==> src/design/contour_bounding_box_pad_clamp_macros.svh <==
// ----------------------------------------------------------------------------
// Contour bounding box assertion macros
// Shorthand for the concurrent checks at the end of the top level.
// ----------------------------------------------------------------------------
`ifndef CONTOUR_BOUNDING_BOX_PAD_CLAMP_MACROS_SVH
`define CONTOUR_BOUNDING_BOX_PAD_CLAMP_MACROS_SVH

// Same-cycle implication, disabled during reset.
`define CBBPC_ASSERT_IMP(label, clk, rst, ante, cons, msg) \
   label: assert property (@(posedge clk) disable iff (rst) (ante) |-> (cons)) \
      else $error(msg);

// Next-cycle implication, disabled during reset.
`define CBBPC_ASSERT_NEXT(label, clk, rst, ante, cons, msg) \
   label: assert property (@(posedge clk) disable iff (rst) (ante) |=> (cons)) \
      else $error(msg);

`endif

==> src/design/cbbpc_pkg.sv <==
// ----------------------------------------------------------------------------
// Contour bounding box package
// Shared types, codes and defaults of the bounding box block.
// ----------------------------------------------------------------------------
`timescale 1ns / 1ps
`default_nettype none

package cbbpc_pkg;

   localparam int COORD_W          = 17;  // signed Q12.4 point coordinate
   localparam int BOX_W            = 16;  // unsigned Q12.4 box coordinate
   localparam int CFG_W            = 12;
   localparam int CSR_INDEX_W      = 2;
   localparam int ACTION_W         = 2;
   localparam int STATUS_W         = 2;
   localparam int REQ_DATA_W       = 40;  // two coordinates, padded to bytes
   localparam int RSP_DATA_W       = 64;

   localparam int COORD_FRAC_BITS_DEFAULT  = 4;
   localparam int FACTOR_FRAC_BITS_DEFAULT = 8;
   localparam int QUEUE_DEPTH_DEFAULT      = 2;

   localparam logic [CFG_W-1:0] BUFFER_FACTOR_RESET = 12'd0;
   localparam logic [CFG_W-1:0] IMAGE_WIDTH_RESET   = 12'd640;
   localparam logic [CFG_W-1:0] IMAGE_HEIGHT_RESET  = 12'd480;

   localparam logic [ACTION_W-1:0] ACT_ADD        = 2'd0;
   localparam logic [ACTION_W-1:0] ACT_ADD_FINISH = 2'd1;
   localparam logic [ACTION_W-1:0] ACT_FINISH     = 2'd2;

   localparam logic [CSR_INDEX_W-1:0] CSR_BUFFER_FACTOR = 2'd0;
   localparam logic [CSR_INDEX_W-1:0] CSR_IMAGE_WIDTH   = 2'd1;
   localparam logic [CSR_INDEX_W-1:0] CSR_IMAGE_HEIGHT  = 2'd2;

   typedef enum logic [STATUS_W-1:0] {
      STATUS_OK         = 2'd0,
      STATUS_EMPTY      = 2'd1,
      STATUS_DEGENERATE = 2'd2
   } status_type;

   // One finished contour, classified, handed from front to back.
   typedef struct packed {
      status_type                 status;
      logic signed [COORD_W-1:0]  lo_x;
      logic signed [COORD_W-1:0]  hi_x;
      logic signed [COORD_W-1:0]  lo_y;
      logic signed [COORD_W-1:0]  hi_y;
   } job_type;

endpackage : cbbpc_pkg

`default_nettype wire

==> src/design/cbbpc_front.sv <==
// ----------------------------------------------------------------------------
// Contour bounding box front end
// Accept points, track running extremes, classify each finished contour.
// ----------------------------------------------------------------------------
`timescale 1ns / 1ps
`default_nettype none

module cbbpc_front (
   input  logic                                clock,
   input  logic                                reset,
   input  logic                                accept,
   input  logic [cbbpc_pkg::ACTION_W-1:0]      action,
   input  logic signed [cbbpc_pkg::COORD_W-1:0] point_x,
   input  logic signed [cbbpc_pkg::COORD_W-1:0] point_y,
   output logic                                push,
   output cbbpc_pkg::job_type                  push_job,
   output logic                                have_point
);
   import cbbpc_pkg::*;

   logic signed [COORD_W-1:0] min_x_ff, max_x_ff, min_y_ff, max_y_ff;
   logic signed [COORD_W-1:0] min_x_in, max_x_in, min_y_in, max_y_in;
   logic                      have_ff, have_in;
   logic                      is_add, is_fin, have_after;
   logic signed [COORD_W-1:0] upd_min_x, upd_max_x, upd_min_y, upd_max_y;
   logic signed [COORD_W-1:0] end_min_x, end_max_x, end_min_y, end_max_y;

   assign is_add = (action == ACT_ADD) || (action == ACT_ADD_FINISH);
   assign is_fin = (action == ACT_ADD_FINISH) || (action == ACT_FINISH);

   always_comb begin
      // first point of a contour seeds all extremes
      upd_min_x = (!have_ff || point_x < min_x_ff) ? point_x : min_x_ff;
      upd_max_x = (!have_ff || point_x > max_x_ff) ? point_x : max_x_ff;
      upd_min_y = (!have_ff || point_y < min_y_ff) ? point_y : min_y_ff;
      upd_max_y = (!have_ff || point_y > max_y_ff) ? point_y : max_y_ff;
      end_min_x = is_add ? upd_min_x : min_x_ff;
      end_max_x = is_add ? upd_max_x : max_x_ff;
      end_min_y = is_add ? upd_min_y : min_y_ff;
      end_max_y = is_add ? upd_max_y : max_y_ff;
      have_after = have_ff | is_add;

      push_job.lo_x = end_min_x;
      push_job.hi_x = end_max_x;
      push_job.lo_y = end_min_y;
      push_job.hi_y = end_max_y;
      if (!have_after) begin
         push_job.status = STATUS_EMPTY;
      end else if (end_max_x <= end_min_x || end_max_y <= end_min_y) begin
         push_job.status = STATUS_DEGENERATE;
      end else begin
         push_job.status = STATUS_OK;
      end
      push = accept && is_fin;

      min_x_in = min_x_ff;
      max_x_in = max_x_ff;
      min_y_in = min_y_ff;
      max_y_in = max_y_ff;
      have_in  = have_ff;
      if (accept && is_fin) begin
         // clear the accumulator after every result
         min_x_in = '0;
         max_x_in = '0;
         min_y_in = '0;
         max_y_in = '0;
         have_in  = 1'b0;
      end else if (accept && is_add) begin
         min_x_in = upd_min_x;
         max_x_in = upd_max_x;
         min_y_in = upd_min_y;
         max_y_in = upd_max_y;
         have_in  = 1'b1;
      end
   end

   always_ff @(posedge clock) begin
      if (reset) begin
         min_x_ff <= '0;
         max_x_ff <= '0;
         min_y_ff <= '0;
         max_y_ff <= '0;
         have_ff  <= 1'b0;
      end else begin
         min_x_ff <= min_x_in;
         max_x_ff <= max_x_in;
         min_y_ff <= min_y_in;
         max_y_ff <= max_y_in;
         have_ff  <= have_in;
      end
   end

   assign have_point = have_ff;

endmodule : cbbpc_front

`default_nettype wire

==> src/design/cbbpc_queue.sv <==
// ----------------------------------------------------------------------------
// Contour bounding box job queue
// Small FIFO of classified contours between front and back.
// ----------------------------------------------------------------------------
`timescale 1ns / 1ps
`default_nettype none

module cbbpc_queue #(
   parameter int DEPTH = cbbpc_pkg::QUEUE_DEPTH_DEFAULT
) (
   input  logic               clock,
   input  logic               reset,
   input  logic               push,
   input  cbbpc_pkg::job_type push_job,
   output logic               full,
   input  logic               pop,
   output logic               valid,
   output cbbpc_pkg::job_type pop_job
);
   import cbbpc_pkg::*;

   localparam int PTR_W = (DEPTH > 1) ? $clog2(DEPTH) : 1;
   localparam int CNT_W = $clog2(DEPTH + 1);

   job_type            slot_ff [DEPTH];
   logic [PTR_W-1:0]   wr_ptr_ff, wr_ptr_in;
   logic [PTR_W-1:0]   rd_ptr_ff, rd_ptr_in;
   logic [CNT_W-1:0]   count_ff, count_in;
   logic               do_push, do_pop;

   assign full    = (count_ff == CNT_W'(DEPTH));
   assign valid   = (count_ff != '0);
   assign pop_job = slot_ff[rd_ptr_ff];
   assign do_push = push && !full;
   assign do_pop  = pop && valid;

   always_comb begin
      wr_ptr_in = wr_ptr_ff;
      rd_ptr_in = rd_ptr_ff;
      count_in  = count_ff;
      if (do_push) begin
         wr_ptr_in = (wr_ptr_ff == PTR_W'(DEPTH - 1)) ? '0 : wr_ptr_ff + 1'b1;
      end
      if (do_pop) begin
         rd_ptr_in = (rd_ptr_ff == PTR_W'(DEPTH - 1)) ? '0 : rd_ptr_ff + 1'b1;
      end
      case ({do_push, do_pop})
         2'b10:   count_in = count_ff + 1'b1;
         2'b01:   count_in = count_ff - 1'b1;
         default: count_in = count_ff;
      endcase
   end

   always_ff @(posedge clock) begin
      if (reset) begin
         wr_ptr_ff <= '0;
         rd_ptr_ff <= '0;
         count_ff  <= '0;
      end else begin
         wr_ptr_ff <= wr_ptr_in;
         rd_ptr_ff <= rd_ptr_in;
         count_ff  <= count_in;
      end
   end

   always_ff @(posedge clock) begin
      if (do_push) begin
         slot_ff[wr_ptr_ff] <= push_job;
      end
   end

endmodule : cbbpc_queue

`default_nettype wire

==> src/design/cbbpc_back.sv <==
// ----------------------------------------------------------------------------
// Contour bounding box back end
// Scale the box about its center, clamp to the image, hold the result.
// ----------------------------------------------------------------------------
`timescale 1ns / 1ps
`default_nettype none

module cbbpc_back #(
   parameter int COORD_FRAC_BITS  = cbbpc_pkg::COORD_FRAC_BITS_DEFAULT,
   parameter int FACTOR_FRAC_BITS = cbbpc_pkg::FACTOR_FRAC_BITS_DEFAULT
) (
   input  logic                              clock,
   input  logic                              reset,
   input  logic [cbbpc_pkg::CFG_W-1:0]       buffer_factor,
   input  logic [cbbpc_pkg::CFG_W-1:0]       image_width,
   input  logic [cbbpc_pkg::CFG_W-1:0]       image_height,
   input  logic                              job_valid,
   input  cbbpc_pkg::job_type                job,
   output logic                              job_pop,
   output logic                              rsp_valid,
   input  logic                              rsp_ready,
   output logic [cbbpc_pkg::BOX_W-1:0]       box_left,
   output logic [cbbpc_pkg::BOX_W-1:0]       box_top,
   output logic [cbbpc_pkg::BOX_W-1:0]       box_right,
   output logic [cbbpc_pkg::BOX_W-1:0]       box_bottom,
   output cbbpc_pkg::status_type             status
);
   import cbbpc_pkg::*;

   localparam int SPAN_W = COORD_W + 1;           // hi - lo, as signed
   localparam int FAC_W  = CFG_W + 2;             // factor minus one, signed
   localparam int PROD_W = SPAN_W + FAC_W;
   localparam int SUM_W  = PROD_W + 1;
   localparam int LIM_W  = BOX_W + COORD_FRAC_BITS;

   function automatic logic [BOX_W-1:0] clamp_box(
      input logic signed [SUM_W-1:0] v,
      input logic [BOX_W-1:0]        lim
   );
      logic signed [SUM_W-1:0] lim_s;
      lim_s = signed'(SUM_W'(lim));
      if (v < 0) begin
         clamp_box = '0;
      end else if (v > lim_s) begin
         clamp_box = lim;
      end else begin
         clamp_box = v[BOX_W-1:0];
      end
   endfunction

   function automatic logic [BOX_W-1:0] limit_of(input logic [CFG_W-1:0] size);
      logic [LIM_W-1:0] wide;
      wide = LIM_W'(size) << COORD_FRAC_BITS;
      if (32'(wide) > 32'(16'hFFFF)) begin
         limit_of = 16'hFFFF;
      end else begin
         limit_of = wide[BOX_W-1:0];
      end
   endfunction

   logic                     advance;
   logic                     s1_valid_ff;
   job_type                  s1_job_ff;
   logic signed [PROD_W-1:0] s1_prod_x_ff, s1_prod_y_ff;
   logic signed [PROD_W-1:0] prod_x_in, prod_y_in;
   logic signed [SPAN_W-1:0] span_x, span_y;
   logic signed [FAC_W-1:0]  delta;

   logic                     rsp_valid_ff;
   logic [BOX_W-1:0]         left_ff, top_ff, right_ff, bottom_ff;
   logic [BOX_W-1:0]         left_in, top_in, right_in, bottom_in;
   status_type               status_ff;
   logic signed [PROD_W-1:0] pad_x, pad_y;
   logic signed [SUM_W-1:0]  lo_x_pad, hi_x_pad, lo_y_pad, hi_y_pad;
   logic [BOX_W-1:0]         lim_x, lim_y;

   // stall the whole back end only while a result waits and is not taken
   assign advance = !rsp_valid_ff || rsp_ready;
   assign job_pop = advance && job_valid;

   // stage 1: span times (factor - 1.0), zero factor means no padding
   always_comb begin
      span_x = signed'(SPAN_W'(job.hi_x)) - signed'(SPAN_W'(job.lo_x));
      span_y = signed'(SPAN_W'(job.hi_y)) - signed'(SPAN_W'(job.lo_y));
      if (buffer_factor == '0) begin
         delta = '0;
      end else begin
         delta = signed'(FAC_W'(buffer_factor)) - signed'(FAC_W'(1) << FACTOR_FRAC_BITS);
      end
      prod_x_in = span_x * delta;
      prod_y_in = span_y * delta;
   end

   always_ff @(posedge clock) begin
      if (reset) begin
         s1_valid_ff <= 1'b0;
      end else if (advance) begin
         s1_valid_ff <= job_valid;
      end
   end

   always_ff @(posedge clock) begin
      if (advance) begin
         s1_job_ff    <= job;
         s1_prod_x_ff <= prod_x_in;
         s1_prod_y_ff <= prod_y_in;
      end
   end

   // stage 2: halve with floor, widen the box, clamp to the image
   always_comb begin
      pad_x    = s1_prod_x_ff >>> (FACTOR_FRAC_BITS + 1);
      pad_y    = s1_prod_y_ff >>> (FACTOR_FRAC_BITS + 1);
      lo_x_pad = SUM_W'(s1_job_ff.lo_x) - SUM_W'(pad_x);
      hi_x_pad = SUM_W'(s1_job_ff.hi_x) + SUM_W'(pad_x);
      lo_y_pad = SUM_W'(s1_job_ff.lo_y) - SUM_W'(pad_y);
      hi_y_pad = SUM_W'(s1_job_ff.hi_y) + SUM_W'(pad_y);
      lim_x    = limit_of(image_width);
      lim_y    = limit_of(image_height);
      if (s1_job_ff.status == STATUS_OK) begin
         left_in   = clamp_box(lo_x_pad, lim_x);
         top_in    = clamp_box(lo_y_pad, lim_y);
         right_in  = clamp_box(hi_x_pad, lim_x);
         bottom_in = clamp_box(hi_y_pad, lim_y);
      end else begin
         left_in   = '0;
         top_in    = '0;
         right_in  = '0;
         bottom_in = '0;
      end
   end

   always_ff @(posedge clock) begin
      if (reset) begin
         rsp_valid_ff <= 1'b0;
      end else if (advance) begin
         rsp_valid_ff <= s1_valid_ff;
      end
   end

   always_ff @(posedge clock) begin
      if (advance) begin
         left_ff   <= left_in;
         top_ff    <= top_in;
         right_ff  <= right_in;
         bottom_ff <= bottom_in;
         status_ff <= s1_job_ff.status;
      end
   end

   assign rsp_valid  = rsp_valid_ff;
   assign box_left   = left_ff;
   assign box_top    = top_ff;
   assign box_right  = right_ff;
   assign box_bottom = bottom_ff;
   assign status     = status_ff;

endmodule : cbbpc_back

`default_nettype wire

==> src/design/contour_bounding_box_pad_clamp.sv <==
// ----------------------------------------------------------------------------
// Contour bounding box with padding and clamping
// Streams contour points in, streams one clamped box out per contour.
// ----------------------------------------------------------------------------
// Usage:
//   req_* carries contour points. tuser holds the action: add a point, add a
//   point and finish, or finish without a point (code 3 is accepted and
//   dropped). req transactions are taken back to back while the job queue has room.
//   rsp_* carries one box per finished contour: tdata holds left, top,
//   right, bottom (unsigned Q12.4), tuser holds the status (valid box, empty
//   contour, degenerate box); error results carry an all-zero box.
//   csr_* writes buffer_factor, image_width and image_height; write them only
//   while no contour is in flight. csr_ready is always high.
// Path: a finishing transaction is written into the job queue, then registered
//   by the multiply stage, then clamped into the output register that drives
//   rsp_tvalid.
// Throughput: one transaction per cycle on each side while neither side stalls;
//   the running min/max update and the one 18 x 14 multiply per axis each fit in one stage.
// Reset: clears the accumulator, the job queue and the output stage, and
//   loads factor 0, width 640 and height 480.
// Stall: while a result waits and rsp_tready is low the back end holds; the queue
//   keeps taking finished contours until it fills, then req_tready drops.
// ----------------------------------------------------------------------------
`timescale 1ns / 1ps
`default_nettype none

module contour_bounding_box_pad_clamp #(
   parameter int COORD_FRAC_BITS  = cbbpc_pkg::COORD_FRAC_BITS_DEFAULT,
   parameter int FACTOR_FRAC_BITS = cbbpc_pkg::FACTOR_FRAC_BITS_DEFAULT,
   parameter int QUEUE_DEPTH      = cbbpc_pkg::QUEUE_DEPTH_DEFAULT
) (
   input  logic                                 clock,
   input  logic                                 reset,
   // input points
   input  logic                                 req_tvalid,
   output logic                                 req_tready,
   input  logic [cbbpc_pkg::REQ_DATA_W-1:0]     req_tdata,  // point_x, point_y, zero pad
   input  logic [cbbpc_pkg::ACTION_W-1:0]       req_tuser,  // action
   // output boxes
   output logic                                 rsp_tvalid,
   input  logic                                 rsp_tready,
   output logic [cbbpc_pkg::RSP_DATA_W-1:0]     rsp_tdata,  // box_left, box_top, box_right, box_bottom
   output logic [cbbpc_pkg::STATUS_W-1:0]       rsp_tuser,  // status
   // configuration writes
   input  logic                                 csr_valid,
   output logic                                 csr_ready,
   input  logic [cbbpc_pkg::CSR_INDEX_W-1:0]    csr_index,
   input  logic [cbbpc_pkg::CFG_W-1:0]          csr_data
);
   import cbbpc_pkg::*;

   `include "contour_bounding_box_pad_clamp_macros.svh"

   logic [CFG_W-1:0]          buffer_factor_ff, image_width_ff, image_height_ff;
   logic [CFG_W-1:0]          buffer_factor_in, image_width_in, image_height_in;
   logic                      req_accept;
   logic                      front_push;
   job_type                   front_job;
   logic                      front_have;
   logic                      queue_full;
   logic                      queue_valid;
   job_type                   queue_job;
   logic                      queue_pop;
   logic [BOX_W-1:0]          box_left, box_top, box_right, box_bottom;
   status_type                box_status;

   // ---------------------------------------------------------------------
   // Configuration registers: always ready, unknown indexes dropped
   // ---------------------------------------------------------------------
   assign csr_ready = 1'b1;

   always_comb begin
      buffer_factor_in = buffer_factor_ff;
      image_width_in   = image_width_ff;
      image_height_in  = image_height_ff;
      if (csr_valid) begin
         unique case (csr_index)
            CSR_BUFFER_FACTOR: buffer_factor_in = csr_data;
            CSR_IMAGE_WIDTH:   image_width_in   = csr_data;
            CSR_IMAGE_HEIGHT:  image_height_in  = csr_data;
            default: ;
         endcase
      end
   end

   always_ff @(posedge clock) begin
      if (reset) begin
         buffer_factor_ff <= BUFFER_FACTOR_RESET;
         image_width_ff   <= IMAGE_WIDTH_RESET;
         image_height_ff  <= IMAGE_HEIGHT_RESET;
      end else begin
         buffer_factor_ff <= buffer_factor_in;
         image_width_ff   <= image_width_in;
         image_height_ff  <= image_height_in;
      end
   end

   // ---------------------------------------------------------------------
   // Front: accept points as long as the job queue has room
   // ---------------------------------------------------------------------
   assign req_tready = !queue_full;
   assign req_accept = req_tvalid && req_tready;

   cbbpc_front u_front (
      .clock      (clock),
      .reset      (reset),
      .accept     (req_accept),
      .action     (req_tuser),
      .point_x    (signed'(req_tdata[COORD_W-1:0])),
      .point_y    (signed'(req_tdata[2*COORD_W-1:COORD_W])),
      .push       (front_push),
      .push_job   (front_job),
      .have_point (front_have)
   );

   cbbpc_queue #(
      .DEPTH (QUEUE_DEPTH)
   ) u_queue (
      .clock    (clock),
      .reset    (reset),
      .push     (front_push),
      .push_job (front_job),
      .full     (queue_full),
      .pop      (queue_pop),
      .valid    (queue_valid),
      .pop_job  (queue_job)
   );

   // ---------------------------------------------------------------------
   // Back: pad, clamp and hold the result for the receiver
   // ---------------------------------------------------------------------
   cbbpc_back #(
      .COORD_FRAC_BITS  (COORD_FRAC_BITS),
      .FACTOR_FRAC_BITS (FACTOR_FRAC_BITS)
   ) u_back (
      .clock         (clock),
      .reset         (reset),
      .buffer_factor (buffer_factor_ff),
      .image_width   (image_width_ff),
      .image_height  (image_height_ff),
      .job_valid     (queue_valid),
      .job           (queue_job),
      .job_pop       (queue_pop),
      .rsp_valid     (rsp_tvalid),
      .rsp_ready     (rsp_tready),
      .box_left      (box_left),
      .box_top       (box_top),
      .box_right     (box_right),
      .box_bottom    (box_bottom),
      .status        (box_status)
   );

   assign rsp_tdata = {box_bottom, box_right, box_top, box_left};
   assign rsp_tuser = box_status;

   // ---------------------------------------------------------------------
   // Assertions
   // ---------------------------------------------------------------------
   // error results carry an all-zero box
   `CBBPC_ASSERT_IMP(a_error_box_zero, clock, reset,
      rsp_tvalid && (rsp_tuser != STATUS_OK), rsp_tdata == '0,
      "error result with nonzero box")

   // a plain add point never produces a job
   `CBBPC_ASSERT_IMP(a_add_no_job, clock, reset,
      req_accept && (req_tuser == ACT_ADD), !front_push,
      "add point pushed a job")

   // a finishing transaction leaves the accumulator empty
   `CBBPC_ASSERT_NEXT(a_finish_clears, clock, reset,
      req_accept && ((req_tuser == ACT_ADD_FINISH) || (req_tuser == ACT_FINISH)),
      !front_have,
      "accumulator not cleared after finish")

endmodule : contour_bounding_box_pad_clamp

`default_nettype wire

==> config.mk <==
export PLATFORM = sky130hd
export DESIGN_NAME = contour_bounding_box_pad_clamp
export DESIGN_NICKNAME = d
export VERILOG_FILES = /design/src/design/cbbpc_pkg.sv /design/src/design/cbbpc_front.sv /design/src/design/cbbpc_queue.sv /design/src/design/cbbpc_back.sv /design/src/design/contour_bounding_box_pad_clamp.sv
export VERILOG_INCLUDE_DIRS = /design/src /design/src/design
export SDC_FILE = /design/constraint.sdc
export NUM_CORES = 2
export LEC_CHECK = 0
export ABC_CLOCK_PERIOD_IN_PS = 18200
export BUFFER_PORTS_ARGS = -buffer_cell sky130_fd_sc_hd__buf_2
export CORE_ASPECT_RATIO = 1.5
export CORE_MARGIN = 5
export CORE_UTILIZATION = 35
export DETAILED_ROUTE_END_ITERATION = 6
export GPL_TIMING_DRIVEN = 0
export SYNTH_ARGS = -nofsm -noshare
export SYNTH_HDL_FRONTEND = slang
export SYNTH_HIERARCHICAL = 1
export SYNTH_SLANG_ARGS = --single-unit
==> constraint.sdc <==
create_clock -name clock -period 18.2 [get_ports clock]
set_clock_uncertainty 0.05 [all_clocks]
set_input_delay 3.64 -clock clock [delete_from_list [all_inputs] [get_ports clock]]
set_output_delay 3.64 -clock clock [all_outputs]
set_load 0.02 [all_outputs]
Word-level counts from Yosys, hierarchy flattened

Memory sizes are Yosys's and may differ from the RTL's. A register that Yosys moved wholly into a read port is not among the register bits.
Index checks and enable logic that the tools add are counted.

Add/subtract/negate cells: 11
Multiply operators: 2
Magnitude comparators: 16
Eq/ne operators: 7
Muxes and demuxes: 24
Bitwise operators: 2
Reductions and logical operators: 31

Operators with widths:

| cell                                                | number |
|---|---|
| two-way mux 17 bit                                  | 8 |
| > comparator 33 x 17 -> 1 bit                       | 4 |
| < comparator 33 x 1 -> 1 bit, second input constant | 4 |
| two-way mux 16 bit                                  | 6 |
| multiplier 18 x 14 -> 32 bit                        | 2 |
| adder 17 x 23 -> 24 bit                             | 2 |
| subtractor 17 x 23 -> 24 bit                        | 2 |
| subtractor 17 x 17 -> 18 bit                        | 2 |
| > comparator 17 bit                                 | 2 |
| less-or-equal comparator 17 bit                     | 2 |
| < comparator 17 bit                                 | 2 |
| > comparator 16 bit, second input constant          | 2 |
| two-way mux 14 bit                                  | 1 |
| subtractor 12 x 9 -> 13 bit, second input constant  | 1 |
| logical NOT 12 bit                                  | 1 |
| OR reduction 2 bit                                  | 5 |
| == test 2 bit, second input constant                | 4 |
| logical OR 1 bit                                    | 8 |
| == test 2 x 1 -> 1 bit, second input constant       | 3 |
| logical AND 1 bit                                   | 6 |
| logical NOT 2 bit                                   | 3 |
| two-way mux 1 bit                                   | 6 |
| AND reduction 2 bit                                 | 3 |
| two-way mux 2 bit                                   | 2 |
| 8 further kinds                                     | 12 |

Register bits after elaboration: 311
RAM bits: 140
Output and inout bits: 69
Memories: 1

Memories:

| name            | words | bits a word | rd ports | clocked after Yosys merged registers in | wr ports | RTL line          | RTL |
|---|---|---|---|---|---|---|---|
| u_queue.slot_ff | 2     | 70          | 1        | 1                                       | 1        | cbbpc_queue.sv:25 | `job_type slot_ff [DEPTH];` |

Longest topological paths before layout

Depth in word-level cells: 8
Depth in mapped cells: 38
Depth with buffers taken out: 35

Modules after synthesis

The synthesis kept the hierarchy.

Modules (own cells, without submodules):

| module                         | instances | cells an instance | area an instance (um^2) |
|---|---|---|---|
| cbbpc_back                     | 1         | 3419              | 31876.8 |
| cbbpc_front                    | 1         | 726               | 6243.5 |
| cbbpc_queue                    | 1         | 244               | 5257.5 |
| contour_bounding_box_pad_clamp | 1         | 144               | 1506.4 |

Worst setup path before layout

OpenSTA, ideal clock, no wires.

Path kind: input-to-reg
Start point: input rsp_tready
End point: register u_queue.count_ff[1]
Arrival: 9.406 ns
Data required time: 18.080 ns
Path slack: 8.675 ns
Stages on the path: 6
Path buffers: 0
Cell sequence: nand2b_1 and2_1 o21a_1 ha_1 or3_1 a21oi_1

Word-level cells in the longest chain between the ends: 5
Elaborated cells on any way between the ends: 7
Classes of those cells: eq/ne: 2; mux: 1; reduce/logical: 4

Ends and longest elaborated chain:

| item                                                                         | RTL line                             | RTL |
|---|---|---|
| start: declaration                                                           | contour_bounding_box_pad_clamp.sv:41 | `input logic rsp_tready,` |
| logical OR 1 bit *                                                           | cbbpc_back.sv:78                     | `assign advance = !rsp_valid_ff \|\| rsp_ready;` |
| logical AND 1 bit *                                                          | cbbpc_back.sv:79                     | `assign job_pop = advance && job_valid;` |
| via queue_pop                                                                | contour_bounding_box_pad_clamp.sv:63 | `logic queue_pop;` |
| logical AND 1 bit *                                                          | cbbpc_queue.sv:35                    | `assign do_pop = pop && valid;` |
| via u_queue.do_pop                                                           | cbbpc_queue.sv:29                    | `logic do_push, do_pop;` |
| == test 2 x 1 -> 1 bit / == test 2 bit (equally long branches)               | cbbpc_queue.sv:47                    | `case ({do_push, do_pop})` |
| case mux 2 bit (2 select lines) / nonzero test 2 bit (equally long branches) | -                                    |  |
| end signal: assignment                                                       | cbbpc_queue.sv:62                    | `count_ff <= count_in;` |
| end: declaration                                                             | cbbpc_queue.sv:28                    | `logic [CNT_W-1:0] count_ff, count_in;` |

The timed path passes the listed nets; every way through them passes the cells marked *.
A chain may end at the register's enable or synchronous reset.

==> impl_results.md <==
- Status: completed
- Clock Sinks: 434
- Critical Path Sink Type: register
- Syn_nets: 5507
- Fill cells: roughly 13000
- Post-synth top area cell: fa_1
- Core area: ~130000 um^2
- Syn Area/Cell: roughly 10 um^2
- Crit-path max cell delay: roughly 0.66 ns
- Crit path max fanout: 10
- Reg2Reg Setup Slack: approximately 7.4 ns
- Max-slew headroom: ~2.7%
- Share of layout cells above drive strength 1: under 10%
- Routed Antenna Nets: 0
- Post-synth EDFFs: ~320
- Die height: around 450 um
- Cell variety after synth: 88
- Die ar.: roughly 140000 um^2
- Total Routing Usage GR: 18.3%
- CTS root buffer: clkbuf_16
- Most numerous cell in the Yosys netlist: inv_1
- Sequential-to-total area share from yosys stat: between 20% and 30%
- Total CTS buffers: between 40 and 50
- Yosys warns: 6
- Post-CTS sizing: 0
- Vias per cell: around 5.0
- Main synth FF type: edfxtp_1
- Multi-input gate area: between 20000 and 30000 um^2
- Fin util: about 39%
- Hold WC Path Type: reg -> reg
- Pre-CTS setup slack: roughly 7.4 ns
- Top cell type's share of synthesized area: 21.9%
- Routed len/inst: between 15 and 20 um
- Yosys reg bits: roughly 430
- Non-filler instance count after layout: 6463
- Grt ovf: 0
- Slowest CP cell: xnor2_1
- Crit start category: register
- Ports: 130
- GP Congestion: between 0.9 and 1
- First drt pass iteration count: 7
- Htree depth: 2
- HPWL Detailed: roughly 110000 um
- Async SR Flop Fraction: 0%
- Initial DRC Count: around 1500
- Max cap viols: 0
- Placed Instances: about 6400
- I/O Buffers: roughly 120
- Clock buffer depth: 3
- First-pass GRT wire length: a little under 200000 um
- Final worst slack: ~7.4 ns
- Row count: roughly 160
- Synth Instances: between 4000 and 5000
- Setup violations, final: 0
- CTS tree: done
- Req. time, crit path: 18.50 ns
- Initial antenna violation count: 2
- Most used cell, CP: fa_1
- Die Width: a little over 300 um
- WS Path Type: reg -> reg
- Final wirelength: 125000 um
- CTS Hold Bufs: 0
- DRC: 0
- Fin crit period: ~11 ns
- Post-CTS setup buffers: 0
- Clk Latency, worst-skew pair: 0.62 ns
- TNS Setup: 0 ns
- Area growth syn-to-layout: 10.1%
- Reg area: ~12000 um^2
- Post-route clock period utilization: approximately three fifths
- Worst Tran Pin Value: 1.45 ns
- Starting Density: between 30% and 40%
- Mapped Area: 44900 um^2
- Synth area leaders: fa_1 (22%), edfxtp_1 (22%), ha_1 (12%), inv_1 (6.4%), dfxtp_1 (5.0%)
- Number of global-route vias before repair: 34208
- Final Max Slew Viols: 0
- Arrival time at the worst endpoint: roughly 11 ns
- Final Hold Vio Count: 0
- Clock transition at path regs: approximately 0.07 ns
- Top cells by count, synth: inv_1 (767), fa_1 (491), ha_1 (422)
- Fmax: 92.9 MHz
- Largest net degree at the start of global routing: 70
- Via count: about 32000
- RSZ-0062 raised after global routing: no
- Final #Nets: 5684
per-layer routing:
layer  share of wire (%)  routed length (um)  GRT usage (%)
met5                   0                   0              0
met4                 5.8                7230           8.73
met3                 3.4                4220           1.72
met2                  52               65300           33.9
met1                  39               48400           21.0
worst paths after layout:
check                                   from                                 to  cells after the start
max                                 register  u_back/s1_prod_y_ff[30]$_DFFE_PN_                     36
max reg2reg                         register  u_back/s1_prod_y_ff[30]$_DFFE_PN_                     36
min          u_back/s1_valid_ff$_SDFFE_PP0N_      u_back/rsp_valid$_SDFFE_PP0N_                      2
min reg2reg  u_back/s1_valid_ff$_SDFFE_PP0N_      u_back/rsp_valid$_SDFFE_PP0N_                      2
layout by cell type, fill, tap and decap left out, types with 10 or more instances in the layout:
cell type,n
nand2b_1,88
nor3_1,44
and2_1,183
o21a_1,29
nor2b_1,79
and3_1,19
o211ai_1,13
a21oi_1,173
mux2i_1,116
clkbuf_1,129
buf_2,145
xnor2_1,106
a31oi_1,17
o21bai_1,11
edfxtp_1,322
a21o_1,92
and4_1,11
ha_1,422
nor4_1,11
or2_2,15
mux2_2,122
fa_1,491
dfxtp_1,112
nand3_1,106
clkinv_2,14
inv_1,766
clkbuf_16,51
nor2_1,217
o21ai_1,23
a211oi_1,31
nand2_1,350
nand4_1,41
or3_1,18
o31ai_1,18
o21ai_0,142
a21bo_1,10
xor2_1,38
area by class of cell:
cell class,instances,area share [%]
buffer,162,1.46
multi-input combinational,3167,59.4
antenna,2,0.0101
inverter,770,5.85
sequential,434,24.1
timing repair buffer,127,1.48
clock buffer,60,2.74
tap,1711,4.33
clock inverter,30,0.572
metrics by stage:
| stage | hold WS (ns) | cell area, um^2 |
|---|---|---|
| floorplan | 0.369 | 44900 |
| global placement | 0.391 | 47600 |
| detailed placement | 0.392 | 47800 |
| CTS | 0.425 | 49400 |
| global route | 0.445 | 49400 |
| finish | 0.413 | 49400 |
kinds of logic after synthesis:
| family | synth area share, % |
|---|---|
| compound gates | 9.20 |
| xor+xnor | 2.81 |
| fa+ha+maj | 33.7 |
| buf+inv | 8.05 |
| flops | 26.5 |
| mux | 6.18 |
| other cells | 0.00835 |
| simple gates | 13.5 |
flip-flops by register name, indices dropped and copies added, names as in the netlist, 17 cells and up, named ones only:
name and count:
u_front/min_y_ff 17, u_back/s1_prod_x_ff 23, u_front/min_x_ff 17, u_front/max_y_ff 17, u_queue/slot_ff 140, u_front/max_x_ff 17
u_back/s1_prod_y_ff 23, u_back/s1_job_ff 70
worst max-delay path: cells and delay by family, from the launching register on:
kind,cells,cell delay (ns)
adders and majority gates,9,4.03
AOI/OAI and AO/OA,11,2.40
DFF,1,0.32
buffers and inverters,6,1.36
xor gates and xnor gates,2,0.81
and+or+nand+nor,7,1.14
muxes,1,0.40
Power is left out: the tool's default activity adds up to more than one toggle a clock period on the data nets, which glitch-free logic cannot reach.
